## config.mk

```make
export PLATFORM = sky130hd
export DESIGN_NAME = tpat_queue
export DESIGN_NICKNAME = d
export VERILOG_FILES = /design/src/sv/tpat_pkg.sv /design/src/sv/tpat_queue.sv
export SDC_FILE = /design/constraint.sdc
export NUM_CORES = 1
export LEC_CHECK = 0
export BUFFER_PORTS_ARGS = -buffer_cell sky130_fd_sc_hd__buf_4
export CORE_ASPECT_RATIO = 0.8
export CORE_MARGIN = 5
export CORE_UTILIZATION = 55
export CTS_CLUSTER_DIAMETER = 30
export DETAILED_ROUTE_END_ITERATION = 8
export PLACE_DENSITY = 0.88
export SYNTH_ARGS = -nofsm -noshare
export SYNTH_HDL_FRONTEND = slang
export SYNTH_SLANG_ARGS = --single-unit
```

## constraint.sdc

```tcl
create_clock -name clk -period 4.55 [get_ports clk]
set_input_delay 0.6825 -clock clk [delete_from_list [all_inputs] [get_ports clk]]
set_output_delay 0.6825 -clock clk [all_outputs]
set_load 0.02 [all_outputs]
```

## src/sv/tpat_pkg.sv

```systemverilog
package tpat_pkg;

	localparam int MAX_TRACKS = 16;
	localparam int MAX_PLOTS  = 32;
	localparam int ID_WIDTH   = 32;
	localparam int GAIN_WIDTH = 32;

	localparam int PORT_ID_W   = 32;
	localparam int PORT_GAIN_W = 32;
	localparam int PORT_TIDX_W = 4;
	localparam int PORT_PIDX_W = 5;

	localparam int GAIN_BITS = (GAIN_WIDTH < PORT_GAIN_W) ? GAIN_WIDTH : PORT_GAIN_W;
	localparam int TIDX_W    = $clog2(MAX_TRACKS);
	localparam int PIDX_W    = $clog2(MAX_PLOTS);
	localparam int TCNT_W    = $clog2(MAX_TRACKS + 1);
	localparam int PCNT_W    = $clog2(MAX_PLOTS + 1);
	localparam int CELLS     = MAX_TRACKS * MAX_PLOTS;
	localparam int ADDR_W    = $clog2(CELLS);
	localparam int ENTRY_W   = GAIN_BITS + 1;

	localparam int QDEPTH = 2;
	localparam int QPTR_W = (QDEPTH > 1) ? $clog2(QDEPTH) : 1;
	localparam int QCNT_W = $clog2(QDEPTH + 1);

	localparam logic [1:0] OP_ASSOC = 2'd0;
	localparam logic [1:0] OP_CLEAR = 2'd1;
	localparam logic [1:0] OP_READ  = 2'd2;

	localparam logic [1:0] STAT_OK    = 2'd0;
	localparam logic [1:0] STAT_MISS  = 2'd1;
	localparam logic [1:0] STAT_TFULL = 2'd2;
	localparam logic [1:0] STAT_PFULL = 2'd3;

	localparam logic [1:0] KIND_NONE  = 2'd0;
	localparam logic [1:0] KIND_WRITE = 2'd1;
	localparam logic [1:0] KIND_READ  = 2'd2;
	localparam logic [1:0] KIND_CLEAR = 2'd3;

	typedef struct packed {
		logic [1:0]           kind;
		logic [1:0]           status;
		logic [TIDX_W-1:0]    tidx;
		logic [PIDX_W-1:0]    pidx;
		logic [GAIN_BITS-1:0] gain;
		logic                 flag;
	} cmd_t;

	typedef struct packed {
		logic [PORT_TIDX_W-1:0] tidx;
		logic [PORT_PIDX_W-1:0] pidx;
		logic [1:0]             status;
		logic [PORT_GAIN_W-1:0] gain;
		logic                   flag;
	} res_t;

endpackage

```

## src/sv/tpat_queue.sv

```systemverilog
module tpat_queue (
	input  logic           clk,
	input  logic           arst_n,
	input  logic           push,
	input  tpat_pkg::cmd_t din,
	input  logic           pop,
	output tpat_pkg::cmd_t dout,
	output logic           avail,
	output logic           full
);

	import tpat_pkg::*;

	cmd_t              mem_q [QDEPTH];
	logic [QPTR_W-1:0] wr_ptr_q;
	logic [QPTR_W-1:0] rd_ptr_q;
	logic [QCNT_W-1:0] count_q;

	assign avail = count_q != '0;
	assign full  = count_q == QCNT_W'(QDEPTH);
	assign dout  = mem_q[rd_ptr_q];

	always_ff @(posedge clk or negedge arst_n) begin
		if (!arst_n) begin
			wr_ptr_q <= '0;
			rd_ptr_q <= '0;
			count_q  <= '0;
		end else begin
			if (push) begin
				wr_ptr_q <= (wr_ptr_q == QPTR_W'(QDEPTH - 1)) ? '0 : wr_ptr_q + 1'b1;
			end
			if (pop) begin
				rd_ptr_q <= (rd_ptr_q == QPTR_W'(QDEPTH - 1)) ? '0 : rd_ptr_q + 1'b1;
			end
			if (push && !pop) begin
				count_q <= count_q + 1'b1;
			end else if (pop && !push) begin
				count_q <= count_q - 1'b1;
			end
		end
	end

	always_ff @(posedge clk) begin
		if (push) begin
			mem_q[wr_ptr_q] <= din;
		end
	end

endmodule

```

**Word level (Yosys, flattened, before mapping)**

Memory sizes are Yosys's and may differ from the RTL's.
Index checks and enable logic that the tools add are counted.

- Memories: 1
- Memory bits (writable): 92
- Word-level logic and storage cells: 21
- Register bits: 4

- Eq/ne operators: 1
- $add $sub $neg: 4
- Reduce and logical (&&, ||, !) cells: 6
- Multiplexer cells: 6

Memory list:

| memory | words | bits a word | read ports | clocked after memory_dff | write ports | RTL line | RTL |
|---|---|---|---|---|---|---|---|
| mem_q | 2 | 46 | 1 | 0 | 1 | tpat_queue.sv:14 | `cmd_t mem_q [QDEPTH];` |

Operators by type and width:

| cell | count |
|---|---|
| 1-bit 2-to-1 mux | 4 |
| 2-bit 2-to-1 mux | 2 |
| 2-bit nonzero test | 2 |
| 1-bit adder, second input constant | 2 |
| 2-bit by 1-bit adder with 2-bit output, second input constant | 1 |
| 2-bit equality test, second input constant | 1 |
| 1-bit logical AND | 2 |
| 1-bit zero test | 2 |
| 2-bit by 1-bit subtractor with 2-bit output, second input constant | 1 |

**Depth between registers and ports, before layout**

- Word-level depth: 4
- Depth in mapped cells: 5

**Worst setup path before layout**

OpenSTA, ideal clock, no wires.

- Path type: input -> register
- Start point: in push
- End point: mem mem_q[0][0] (netlist name) (enable)
- Data required time: 4.095 ns
- Cell stages on the path: 1
- Setup slack: 1.367 ns
- Path buffers: 0
- Data arrival time: 2.728 ns
- Path through: nor2b_1

- Cells in the longest elaborated chain, start to end: 2

Ends and longest elaborated chain:

| element | RTL line | RTL |
|---|---|---|
| from (decl) | tpat_queue.sv:4 | `input logic push,` |
| 1-bit 2-to-1 mux | tpat_queue.sv:44 | `if (push) begin` |
| 1-bit 2-to-1 mux (implied by the code) | tpat_queue.sv:45 | `mem_q[wr_ptr_q] <= din;` |
| to (decl) | tpat_queue.sv:14 |  |

Every way passes these cells.

==> flow_summary.toml <==
[outcome]
run_status = "complete, no violations"

[timing]
setup_violations = 0
slew-limit-headroom_pct = 26.3
period_needed_ns = 2.97
fmax_ghz = 0.337
slew_violations = 0
setup_total_negative_slack_ns = 0
hold_slack_ns = 0.113
fin_worst_skew_ns = 0.00344
final-hold-violation-count = 0
max_slew.worst_pin.slew_ns = 1.11
rsz0062_at_grt = "no"
min_period_over_period_pct = 65.3

[final_layout]
layout.core_utilization_pct = 72.0
layout_commonest_cell = "sky130_fd_sc_hd__buf_4"
finalInstanceArea_mm2 = 0.00461
layout_common_cells = "sky130_fd_sc_hd__buf_4, sky130_fd_sc_hd__edfxtp_1, sky130_fd_sc_hd__mux2_4, sky130_fd_sc_hd__mux2_2, sky130_fd_sc_hd__clkbuf_8"
fin_nets = 315
fillers = 392
sequential_cell_area_mm2 = 0.00286
area_growth_pct = 27.0
number_of_diodes_added_for_antenna_fixing = 0
final_layout_size_suffix_gt1_share_pct = 61.3
multi_input_gate_area_um2 = 724
post_layout_nonfiller_instances = 353

[critical_path]
timing_worst_setup_path_type = "reg -> out"
critical-path-slowest-cell = "sky130_fd_sc_hd__dfrtp_2"
worst_path_most_repeated_cell = "sky130_fd_sc_hd__buf_4"
crit_path_max_fo = 31
start_kind = "flip-flop"
critPathArrivalTime_ns = 2.29
worst_r2r_path_depth = 1
required_ns = 3.87
cp-end-kind = "primary output"
largest_stage_delay_worst_path_ns = 0.97
path_cells = "buf_4 -> mux2_2 -> buf_4"

[route]
detailedRoute.firstIterationViolations = 102
wl_per_cell_um = 18.2
post_drt_via_cell_ratio = 4.94
drt_wl_total_um = 6430
ant_nets = 0
dr_total_vias = 1744
dr.pass1.iters = 4
drcViolationCount = 0

[clock_network]
cts_inserted_buffers = 9
cts-root-to-sink-buffers = 2
clkSlewWorstSetupHoldPaths_ns = 0.09
clock-sinks = 96
cts_setup_buffers = 0
cts_tree = "built"
cts.htree.levels = 3
clock_insertion_delay_worst_skew_ns = 0.35
ctsHoldBuffers = 0
ctsRootBufferMaster = "sky130_fd_sc_hd__clkbuf_8"
post_cts_resized = 0

[global_route]
global_route.overflow_total = 0
grt_first_pass_wirelength_um = 10000
grt_util_all_layers_pct = 16.7
grt_start_max_net_pins = 47
grt_antenna_before_repair = 0
via_count_of_the_first_global_routing_pass = 1917

[logic_synthesis]
synth_area_mm2 = 0.00363
synth_warnings = 0
syn_inst = 159
synth.ff_latch_count = 96
synth_fp_nets = 210
ys_types = 14
seq_area_frac_synth_pct = 78.8
syn-mean-instance-area_um2 = 22.8

[place]
placedInstanceArea_mm2 = 0.00444
io_buffer_count = 97
dp.cells = 337
place.detailed.hpwl_um = 4480
place_congestion = 0.760

[floorplan]
initial_core_utilization_pct = 56.7
floorplan.rows = 26
fp.coreArea_mm2 = 0.00641
floorplan.die.width_um = 101
ioPinCount = 98
die_height_um = 82.7
design.die.area_mm2 = 0.00834

[power_and_ir_drop]
powerDensity_mw_per_mm2 = 610
worst_ir_drop_vdd_mv = 0.393
leakage_power_of_the_design_nw = 1.83

[worst_hold_path]
type_of_the_most_critical_hold_path = "in -> async"

[flow_run]
maxCapViolations = 0
through the flow:
stage | power (mW) | setup slack [ns]
global route | 2.95 | 1.45
detailed placement | 2.38 | 1.92
floorplan | 1.99 | 1.37
CTS | 2.85 | 1.51
global placement | 2.35 | 1.96
finish | 2.81 | 1.58
synth_stat cells (all sizes together):
cell type	count	area share, %
nor2b	2	0.34
xnor2	1	0.24
inv	1	0.10
edfxtp	92	76
ha	1	0.34
or2	1	0.17
mux2	46	17
nor2	1	0.10
xor2	4	0.96
dfrtp	4	2.8
and2	1	0.17
buf	5	1.4
flip-flops by register name, summed over array words and instances (netlist names):
signal / count
rd_ptr_q: 1
wr_ptr_q: 1
count_q: 2
mem_q: 92
metal layers:
metal  global-route usage, %  share of wire, %  vias to the layer above
li1                        -                 -                      829
met1                    19.5                40                      837
met2                    27.3                48                       73
met3                    7.98                11                        5
met4                    5.65               1.2                        0
met5                       0                 0                        -
where the power goes:
part           total (mW)  internal (mW)  switching (mW)
Combinational        1.04          0.534           0.503
Clock               0.478          0.198           0.280
Sequential           1.30           1.18           0.123
kinds of logic (layout without fill, tap and decap cells):
group | after synthesis | in the layout | share of synthesized area [%]
and+or+nand+nor | 5 | 5 | 0.792
adders and majority gates | 1 | 1 | 0.344
DFF | 96 | 96 | 78.8
xor gates and xnor gates | 5 | 5 | 1.21
muxes | 46 | 46 | 17.4
buffers and inverters | 6 | 116 | 1.48
cell type report:
class,instances,share of cell area (%)
repair buffers,99,16.1
clock buffers,9,2.69
clock inverters,7,1.03
well taps,84,2.28
inverters,1,0.0814
flip-flops and latches,96,62.1
multi-input cells,57,15.7
path summary, 6_finish.rpt:
check                                 from     endpoint  slack, ns
worst min register to register  count_q[1]   count_q[1]       0.49
min in group clk                count_q[1]   count_q[1]       0.49
worst min-delay path                arst_n     wr_ptr_q       0.11
max in group asynchronous           arst_n     rd_ptr_q       4.33
worst max register to register    wr_ptr_q  mem_q[1][6]       2.82
worst max-delay path              rd_ptr_q     dout[20]       1.58
worst max-delay path: cells and delay by family (launching register included):
| family | cells | cell delay (ns) |
|---|---|---|
| multiplexers | 1 | 0.39 |
| buffers and inverters | 2 | 0.57 |
| flip-flops | 1 | 0.97 |
No activity file was read; power rests on OpenSTA's default activity.
