**src/sv/tpat_pkg.sv**
```systemverilog
package tpat_pkg;

	localparam int MAX_TRACKS = 16;
	localparam int MAX_PLOTS  = 32;
	localparam int ID_WIDTH   = 32;
	localparam int GAIN_WIDTH = 32;

	localparam int PORT_ID_W   = 32;
	localparam int PORT_GAIN_W = 32;
	localparam int PORT_TIDX_W = 4;
	localparam int PORT_PIDX_W = 5;

	localparam int GAIN_BITS = (GAIN_WIDTH < PORT_GAIN_W) ? GAIN_WIDTH : PORT_GAIN_W;
	localparam int TIDX_W    = $clog2(MAX_TRACKS);
	localparam int PIDX_W    = $clog2(MAX_PLOTS);
	localparam int TCNT_W    = $clog2(MAX_TRACKS + 1);
	localparam int PCNT_W    = $clog2(MAX_PLOTS + 1);
	localparam int CELLS     = MAX_TRACKS * MAX_PLOTS;
	localparam int ADDR_W    = $clog2(CELLS);
	localparam int ENTRY_W   = GAIN_BITS + 1;

	localparam int QDEPTH = 2;
	localparam int QPTR_W = (QDEPTH > 1) ? $clog2(QDEPTH) : 1;
	localparam int QCNT_W = $clog2(QDEPTH + 1);

	localparam logic [1:0] OP_ASSOC = 2'd0;
	localparam logic [1:0] OP_CLEAR = 2'd1;
	localparam logic [1:0] OP_READ  = 2'd2;

	localparam logic [1:0] STAT_OK    = 2'd0;
	localparam logic [1:0] STAT_MISS  = 2'd1;
	localparam logic [1:0] STAT_TFULL = 2'd2;
	localparam logic [1:0] STAT_PFULL = 2'd3;

	localparam logic [1:0] KIND_NONE  = 2'd0;
	localparam logic [1:0] KIND_WRITE = 2'd1;
	localparam logic [1:0] KIND_READ  = 2'd2;
	localparam logic [1:0] KIND_CLEAR = 2'd3;

	typedef struct packed {
		logic [1:0]           kind;
		logic [1:0]           status;
		logic [TIDX_W-1:0]    tidx;
		logic [PIDX_W-1:0]    pidx;
		logic [GAIN_BITS-1:0] gain;
		logic                 flag;
	} cmd_t;

	typedef struct packed {
		logic [PORT_TIDX_W-1:0] tidx;
		logic [PORT_PIDX_W-1:0] pidx;
		logic [1:0]             status;
		logic [PORT_GAIN_W-1:0] gain;
		logic                   flag;
	} res_t;

endpackage

```
**src/sv/tpat_front.sv**
```systemverilog
module tpat_front (
	input  logic                               clk,
	input  logic                               arst_n,
	input  logic                               start,
	input  logic                               hold,
	input  logic [1:0]                         operation,
	input  logic [tpat_pkg::PORT_ID_W-1:0]     track_id,
	input  logic [tpat_pkg::PORT_ID_W-1:0]     plot_id,
	input  logic                               in_gate,
	input  logic [tpat_pkg::PORT_GAIN_W-1:0]   gain,
	input  logic                               q_full,
	output logic                               busy,
	output logic                               push,
	output tpat_pkg::cmd_t                     cmd
);

	import tpat_pkg::*;

	logic                 valid_s1;
	logic [1:0]           op_s1;
	logic [ID_WIDTH-1:0]  tid_s1;
	logic [ID_WIDTH-1:0]  pid_s1;
	logic                 flag_s1;
	logic [GAIN_BITS-1:0] gain_s1;

	logic [TCNT_W-1:0]    track_count_q;
	logic [PCNT_W-1:0]    plot_count_q;
	logic [ID_WIDTH-1:0]  track_tab_q [MAX_TRACKS];
	logic [ID_WIDTH-1:0]  plot_tab_q [MAX_PLOTS];

	logic [MAX_TRACKS-1:0] t_hit;
	logic [MAX_PLOTS-1:0]  p_hit;
	logic [TIDX_W-1:0]     t_idx;
	logic [PIDX_W-1:0]     p_idx;
	logic                  t_miss, p_miss, t_full, p_full;
	logic                  t_ins, p_ins, cnt_clr;
	logic                  accept;

	always_comb begin
		t_idx = '0;
		for (int i = 0; i < MAX_TRACKS; i++) begin
			t_hit[i] = (TCNT_W'(i) < track_count_q) && (track_tab_q[i] == tid_s1);
			t_idx    = t_idx | (t_hit[i] ? TIDX_W'(i) : '0);
		end
		p_idx = '0;
		for (int j = 0; j < MAX_PLOTS; j++) begin
			p_hit[j] = (PCNT_W'(j) < plot_count_q) && (plot_tab_q[j] == pid_s1);
			p_idx    = p_idx | (p_hit[j] ? PIDX_W'(j) : '0);
		end
	end

	assign t_miss = ~|t_hit;
	assign p_miss = ~|p_hit;
	assign t_full = track_count_q == TCNT_W'(MAX_TRACKS);
	assign p_full = plot_count_q == PCNT_W'(MAX_PLOTS);

	assign busy   = hold || (valid_s1 && q_full);
	assign accept = start && !busy;
	assign push   = valid_s1 && !q_full;

	always_comb begin
		cmd      = '0;
		cmd.gain = gain_s1;
		cmd.flag = flag_s1;
		t_ins    = 1'b0;
		p_ins    = 1'b0;
		cnt_clr  = 1'b0;
		unique case (op_s1)
			OP_ASSOC: begin
				priority if (t_miss && t_full) begin
					cmd.status = STAT_TFULL;
				end else if (p_miss && p_full) begin
					cmd.status = STAT_PFULL;
				end else begin
					cmd.kind = KIND_WRITE;
					t_ins    = t_miss;
					p_ins    = p_miss;
					cmd.tidx = t_miss ? track_count_q[TIDX_W-1:0] : t_idx;
					cmd.pidx = p_miss ? plot_count_q[PIDX_W-1:0] : p_idx;
				end
			end
			OP_CLEAR: begin
				cmd.kind = KIND_CLEAR;
				cnt_clr  = 1'b1;
			end
			OP_READ: begin
				if (t_miss || p_miss) begin
					cmd.status = STAT_MISS;
				end else begin
					cmd.kind = KIND_READ;
					cmd.tidx = t_idx;
					cmd.pidx = p_idx;
				end
			end
			default: begin
				cmd.kind = KIND_NONE;
			end
		endcase
	end

	always_ff @(posedge clk or negedge arst_n) begin
		if (!arst_n) begin
			valid_s1      <= 1'b0;
			track_count_q <= '0;
			plot_count_q  <= '0;
		end else begin
			if (accept) begin
				valid_s1 <= 1'b1;
			end else if (push) begin
				valid_s1 <= 1'b0;
			end
			if (push) begin
				if (cnt_clr) begin
					track_count_q <= '0;
					plot_count_q  <= '0;
				end else begin
					if (t_ins) begin
						track_count_q <= track_count_q + 1'b1;
					end
					if (p_ins) begin
						plot_count_q <= plot_count_q + 1'b1;
					end
				end
			end
		end
	end

	always_ff @(posedge clk) begin
		if (accept) begin
			op_s1   <= operation;
			tid_s1  <= track_id[ID_WIDTH-1:0];
			pid_s1  <= plot_id[ID_WIDTH-1:0];
			flag_s1 <= in_gate;
			gain_s1 <= gain[GAIN_BITS-1:0];
		end
		if (push && t_ins) begin
			track_tab_q[track_count_q[TIDX_W-1:0]] <= tid_s1;
		end
		if (push && p_ins) begin
			plot_tab_q[plot_count_q[PIDX_W-1:0]] <= pid_s1;
		end
	end

endmodule

```
**config.mk**
```make
export PLATFORM = sky130hd
export DESIGN_NAME = tpat_front
export DESIGN_NICKNAME = d
export VERILOG_FILES = /design/src/sv/tpat_pkg.sv /design/src/sv/tpat_front.sv
export SDC_FILE = /design/constraint.sdc
export NUM_CORES = 2
export LEC_CHECK = 0
export BUFFER_PORTS_ARGS = -buffer_cell sky130_fd_sc_hd__buf_2
export CORE_UTILIZATION = 45
export CTS_BUF_LIST = sky130_fd_sc_hd__clkbuf_4 sky130_fd_sc_hd__clkbuf_8
export CTS_CLUSTER_DIAMETER = 60
export CTS_CLUSTER_SIZE = 14
export DETAILED_ROUTE_END_ITERATION = 8
export PLACE_DENSITY = 0.63
export RECOVER_POWER = 100
export SETUP_SLACK_MARGIN = 0.3
export SLEW_MARGIN = 25
export SYNTH_ARGS = -nofsm -noshare
export SYNTH_HDL_FRONTEND = slang
export SYNTH_SLANG_ARGS = --single-unit
```
**constraint.sdc**
```tcl
create_clock -name clk -period 7.15 [get_ports clk]
set_input_delay 0.3575 -clock clk [delete_from_list [all_inputs] [get_ports clk]]
set_output_delay 0.3575 -clock clk [all_outputs]
set_load 0.03 [all_outputs]
```
Word-level counts from Yosys, hierarchy flattened
Memory sizes are Yosys's and may differ from the RTL's.
Cells that the tools add are included.
{"block": "totals", "regBits": 111, "n_memories": 2, "wordCells": 301, "ram_bits": 1536, "output_inout_bits": 48}
{"memory": "plot_tab_q", "depth": 32, "width": 32, "rd": 32, "rd_clocked_by_memory_dff": 0, "write_ports": 1, "line": "tpat_front.sv:29", "rtl": "logic [ID_WIDTH-1:0] plot_tab_q [MAX_PLOTS];"}
{"memory": "track_tab_q", "depth": 16, "width": 32, "rd": 16, "rd_clocked_by_memory_dff": 0, "write_ports": 1, "line": "tpat_front.sv:28", "rtl": "logic [ID_WIDTH-1:0] track_tab_q [MAX_TRACKS];"}
{"block": "classes", "n_reduce_logical": 69, "n_mux": 76, "bitwise": 44, "eq_ne": 52, "add_sub_neg": 2, "order_cmp": 48}
{"operator": "== test 32 bit", "n": 48}
{"operator": "less-than comparator 5 x 6 -> 1 bit, first input constant", "n": 16}
{"operator": "2-to-1 mux 5 bit", "n": 19}
{"operator": "bitwise OR 5 bit", "n": 15}
{"operator": "2-to-1 mux 4 bit", "n": 17}
{"operator": "bitwise OR 4 bit", "n": 14}
{"operator": "logical AND 1 bit", "n": 55}
{"operator": "less-than comparator 4 x 6 -> 1 bit, first input constant", "n": 8}
{"operator": "less-than comparator 4 x 5 -> 1 bit, first input constant", "n": 8}
{"operator": "OR reduction 32 bit", "n": 1}
{"operator": "2-to-1 mux 9 bit", "n": 3}
{"operator": "less-than comparator 3 x 6 -> 1 bit, first input constant", "n": 4}
{"operator": "2-to-1 mux 3 bit", "n": 8}
{"operator": "one-hot mux 11 bit (2 select lines)", "n": 1}
{"operator": "less-than comparator 3 x 5 -> 1 bit, first input constant", "n": 4}
{"operator": "2-to-1 mux 1 bit", "n": 18}
{"operator": "bitwise OR 3 bit", "n": 6}
{"operator": "OR reduction 16 bit", "n": 1}
{"operator": "2-to-1 mux 2 bit", "n": 7}
{"operator": "less-than comparator 1 x 6 -> 1 bit, first input constant", "n": 2}
{"operator": "less-than comparator 2 x 6 -> 1 bit, first input constant", "n": 2}
{"operator": "2-to-1 mux 6 bit", "n": 2}
{"operator": "less-than comparator 1 x 5 -> 1 bit, first input constant", "n": 2}
{"operator": "less-than comparator 2 x 5 -> 1 bit, first input constant", "n": 2}
{"operator": "17 further kinds", "n": 28}

Logic depth before layout (Yosys ltp)
An unclocked memory read counts as a cell.
{"block": "logic_depth", "ltp_word": 38, "ltp_mapped": 14, "mapped_depth_nobuf": 11}

Least setup slack after synthesis
No wires, ideal clock.
{"block": "synth_path", "path_type": "reg-to-reg", "startpoint": "register pid_s1[4]", "endpoint": "memory track_tab_q[10][0] (enable)", "stages_incl_launch_ff": 15, "setup_slack_ns": 0.834, "arrival_ns": 5.815, "n_path_buf": 5, "setup_ns": 0.502, "path_cell_list": "edfxtp_1 > buf_6 > buf_8 > buf_6 > xnor2_1 > nand4_1 > a2111oi_0 > nand4_1 > nand4_1 > nand4b_2 > or4_4 > buf_6 > nand4_2 > buf_4 > nor4_1"}
{"block": "synth_between", "elab_chain_len": 11, "word_cells_on_any_way": 73, "cone_classes": "eq/ne (32); mux (5); reduce/logical (36)"}
{"item": "start: declaration", "line": "tpat_front.sv:22", "rtl": "logic [ID_WIDTH-1:0] pid_s1;"}
{"item": "start signal: assignment", "line": "tpat_front.sv:132", "rtl": "pid_s1 <= plot_id[ID_WIDTH-1:0];"}
{"item": "== test 32 bit", "line": "tpat_front.sv:47", "rtl": "p_hit[j] = (PCNT_W'(j) < plot_count_q) && (plot_tab_q[j] == pid_s1);"}
{"item": "logical AND 1 bit", "line": "tpat_front.sv:47"}
{"item": "OR reduction 32 bit (*)", "line": "tpat_front.sv:53", "rtl": "assign p_miss = ~|p_hit;"}
{"item": "logical NOT 1 bit (*)", "line": "tpat_front.sv:53"}
{"item": "logical AND 1 bit (*)", "line": "tpat_front.sv:72", "rtl": "end else if (p_miss && p_full) begin"}
{"item": "2-to-1 mux 1 bit (*)", "line": "tpat_front.sv:72"}
{"item": "2-to-1 mux 1 bit (*)", "line": "tpat_front.sv:70", "rtl": "priority if (t_miss && t_full) begin"}
{"item": "2-to-1 mux 1 bit (*)", "line": "tpat_front.sv:68", "rtl": "unique case (op_s1)"}
{"item": "logical AND 1 bit (*)", "line": "tpat_front.sv:136", "rtl": "if (push && t_ins) begin"}
{"item": "2-to-1 mux 1 bit (*)", "line": "tpat_front.sv:136"}
{"item": "2-to-1 mux 1 bit (implied by the code) (*)", "line": "tpat_front.sv:137", "rtl": "track_tab_q[track_count_q[TIDX_W-1:0]] <= tid_s1;"}
{"item": "end: declaration", "line": "tpat_front.sv:28"}
Every way passes the cells marked *; elsewhere a longest branch is shown, timed or not.

==> impl_results.md <==
* Final antenna-violating net count at 0
* Max-Cap Viols at 19
* CP endpoint kind: primary output
* FF-to-FF End: plot_tab_q[29][16]$_DFFE_PP_
* Maximum fanout along the worst path at 18
* Average instance area after synthesis at between 15 and 20 um2
* Area of the die at around 0.16 mm2
* Area post-placement at ~0.074 mm2
* Power per standard cell area at 223 mW/mm2
* # hold bufs at CTS at between 100 and 150
* End point of the most critical hold path: pid_s1[31]$_DFFE_PP_
* Wire length of the first global-routing pass at approximately 260 mm
* Result of the run: finished with violations
* Share of synthesized registers carrying an async set or reset at 0.00729
* Number of global-route vias before repair at between 30000 and 40000
* Number of warning messages in the yosys log at 0
* Final instance area at between 0.07 and 0.08 mm2
* Placement-stage worst setup slack at 1.92 ns
* Number of instances resized during post-cts repair at 0
* Actual slew at the worst max-slew pin at ~4.2 ns
* Area of the multi-input gates at about 0.019 mm2
* FMAX at between 100 and 150 MHz
* Final count of hold timing violations at 0
* Overall die width at ~400 um
* Total wirelength of the detailed-routed design at 179 mm
* Setup slack of the worst register-to-register path at between 0.6 and 0.7 ns
* Yosys cell types at 70
* Starting density of the core at 0.455
* Buffers on Ports at approximately 150
* Startpoint class of the critical path: flop
* DIE HEIGHT at roughly 400 um
* Final HPWL from detailed placement at approximately 110 mm
* Worst Path Arrival at roughly 6.4 ns
* Dominant combinational cell family by area after synthesis: XOR/XNOR gates
* Area share of fa/ha/maj cells after synthesis at 0.00160
* Multiplexer share of the synthesized area at 0.000569
* Period utilisation layout at 0.944
* Routed vias at around 37000
* Number of enable-type register cells in the synthesized netlist at about 1600
* Hold Slack at 0.131 ns
* WHS Path Cells at 2
* Utilization after layout at 0.495
* CTS tree: yes
* Fraction of layout instances using a drive strength above 1 at 0.0875
* Final min period at roughly 6.7 ns
* Tot GR Track Use at 0.226
* Setup slack after layout at about 0.40 ns
* Area of the core at between 0.15 and 0.2 mm2
* Compound-Gate Fraction of Synth Area at 0.00868
* Source-to-sink clock delay at the later pin of the worst-skew pair at between 0.9 and 1 ns
* Required time at the endpoint of the critical path at about 6.8 ns
* Final Max Slew Viols at just under 600
* Number of nets in the layout at 4776
* Leading cell types in the layout, fill and taps excluded: edfxtp_1 (1635), xnor2_1 (1336), nand4_1 (357), xor2_1 (195), clkbuf_1 (170)
* Reg2Reg Depth at 12
* Seq/Total Area, Yosys at 0.702
* Maximum number of pins on one net before global-route repair at between 60 and 70
* Reg2reg start: tid_s1[3]$_DFFE_PP_
* Classification of the worst-slack hold path: in -> reg
* Peak VDD IR at between 0.00015 and 0.0002 V
* Launch point of the worst hold path: plot_id[31]
* Headroom to the max-slew limit at -1.79
* Residual DRC at 0
* GP Congestion at around 0.93
* Startpoint-to-endpoint class of the critical path: reg -> out
* Drt initial violations at ~3500
* Initial antenna violation count at 9
* Combined flip-flop and latch cell area at roughly 0.05 mm2
* Longest Clk Path Bufs at 3
* Final setup TNS at 0 ns
* Post-Synthesis Cell Area at 0.0703 mm2
* Clock net sink count at approximately 1600
* XOR/XNOR Fraction of Synth Area at 0.191
* CTS H-tree depth at 4
* Gate count of the mapped netlist at ~4300
* Per-cell routed wire length at roughly 26 um
* Area growth syn-to-layout at 8.78%
* Synthesized-area fraction occupied by and/or/nand/nor cells at 0.0652
* Number of flip-flops and latches in the synthesized netlist at approximately 1600
* Setup repair after global routing missed its margin: no
* Total gr overflow at 0
* Top-level I/O count at between 150 and 200
* Leakage power figure at about 23 nW
* Placement row count at ~140
* Root cell of the clock tree: clkbuf_8
* Number of buffers inserted to repair setup after CTS at 0
* Setup violations, final at 0
* Inserted Clock Buffers at ~140
* Vias per std cell at approximately 5.5
* Setup Skew at approximately 0.057 ns
* Fill count at ~13000
* Iteration count of the initial detailed-routing pass at 6
* Most common cell after layout, fill and taps aside: edfxtp_1
* Main synth FF type: edfxtp_1
* Clock slew seen by the registers of the worst setup and hold paths at around 0.090 ns
* Syn_nets at around 4400
* Violated checks: max-capacitance violations, max-slew violations
## logic make-up after synthesis
logic type | count (synthesis)
AOI/OAI and AO/OA | 83
xor gates and xnor gates | 1531
adders and majority gates | 9
buffers and inverters | 237
DFF | 1647
muxes | 4
and+or+nand+nor | 763
## per-stage QoR
stage | cells | power (mW)
floorplan | 4274 | 11.6
global placement | 6455 | 12.0
detailed placement | 6460 | 12.1
CTS | 6762 | 17.2
global route | 6765 | 17.6
finish | 6769 | 17.0
## routing by layer
metal	GRT usage	routed length (um)	part of all wire	vias to the layer above
met4	0.0479	3180	0.018	4
met2	0.370	86800	0.48	1221
met3	0.0341	11200	0.062	232
met1	0.319	78100	0.44	19100
li1	-	-	-	16500
met5	0	25	0.00014	-
## sequential cells by signal, summed over array words and instances (netlist names)
name	cells
op_s1	2
valid_s1	1
track_tab_q	512
gain_s1	32
track_count_q	5
plot_count_q	6
flag_s1	1
pid_s1	32
tid_s1	32
plot_tab_q	1024
## Yosys cell counts (4+ instances only)
master | n | area, um2
clkbuf_1 | 15 | 56.3
nand2_1 | 38 | 143
xnor2_1 | 1336 | 11700
nand4_1 | 356 | 2230
xor2_1 | 195 | 1710
or3_1 | 5 | 31.3
nor3_1 | 62 | 310
o21ai_0 | 4 | 20.0
buf_12 | 17 | 340
edfxtp_1 | 1635 | 49100
and3_1 | 11 | 68.8
buf_4 | 95 | 713
buf_6 | 52 | 586
buf_8 | 21 | 315
nor2b_1 | 8 | 50.1
and2_1 | 5 | 31.3
inv_1 | 15 | 56.3
nand2b_1 | 7 | 43.8
ha_1 | 9 | 113
o2111ai_1 | 5 | 43.8
nand4b_1 | 4 | 35.0
dfrtp_1 | 12 | 300
nor4_1 | 102 | 638
nand3_1 | 72 | 360
a2111oi_0 | 9 | 78.8
buf_2 | 21 | 105
mux2i_1 | 4 | 40.0
nor2_1 | 37 | 139
a21o_1 | 7 | 52.6
a31oi_1 | 5 | 31.3
a31o_2 | 4 | 35.0
a21oi_1 | 21 | 105
nor3b_1 | 7 | 52.6
and4_1 | 28 | 245
## worst max-delay path, stage by stage (launching register included)
cell	delay, ns
edfxtp_1	0.77
clkbuf_1	1.17
xnor2_1	0.21
nand4_1	0.10
nor4_1	0.39
nand4_1	0.39
nand4_1	0.26
or4_4	0.19
nor3_2	0.04
buf_4	0.19
a21oi_1	0.66
a21boi_0	0.69
clkbuf_1	0.38
## worst max-delay path by stage
stage,slack [ns],cells past startpoint,to,startpoint
after detailed placement,1.92,11,plot_tab_q[2][8]$_DFFE_PP_,tid_s1[2]$_DFFE_PP_
after CTS,0.85,12,cmd[41],pid_s1[5]$_DFFE_PP_
final,0.40,12,cmd[40],pid_s1[25]$_DFFE_PP_
after global placement,1.73,12,cmd[40],pid_s1[11]$_DFFE_PP_
after global routing,0.26,12,cmd[40],pid_s1[21]$_DFFE_PP_
after floorplan,0.83,14,track_tab_q[10][0]$_DFFE_PP_,pid_s1[4]$_DFFE_PP_
## final cells by class
cell class | count | area share
Sequential cell | 1647 | 0.646
Timing Repair Buffer | 465 | 0.0423
Inverter | 16 | 0.000785
Tap cell | 2044 | 0.0334
Antenna cell | 7 | 0.000229
Clock buffer | 164 | 0.0282
Multi-Input combinational cell | 2390 | 0.246
Clock inverter | 36 | 0.00363
## where the power goes
group	internal [mW]	switching (mW)
clock	2.05	3.15
combinational	0.388	0.720
sequential	10.6	0.111
total	13.1	3.98
Note: power is estimated with default switching activity, not from simulation.
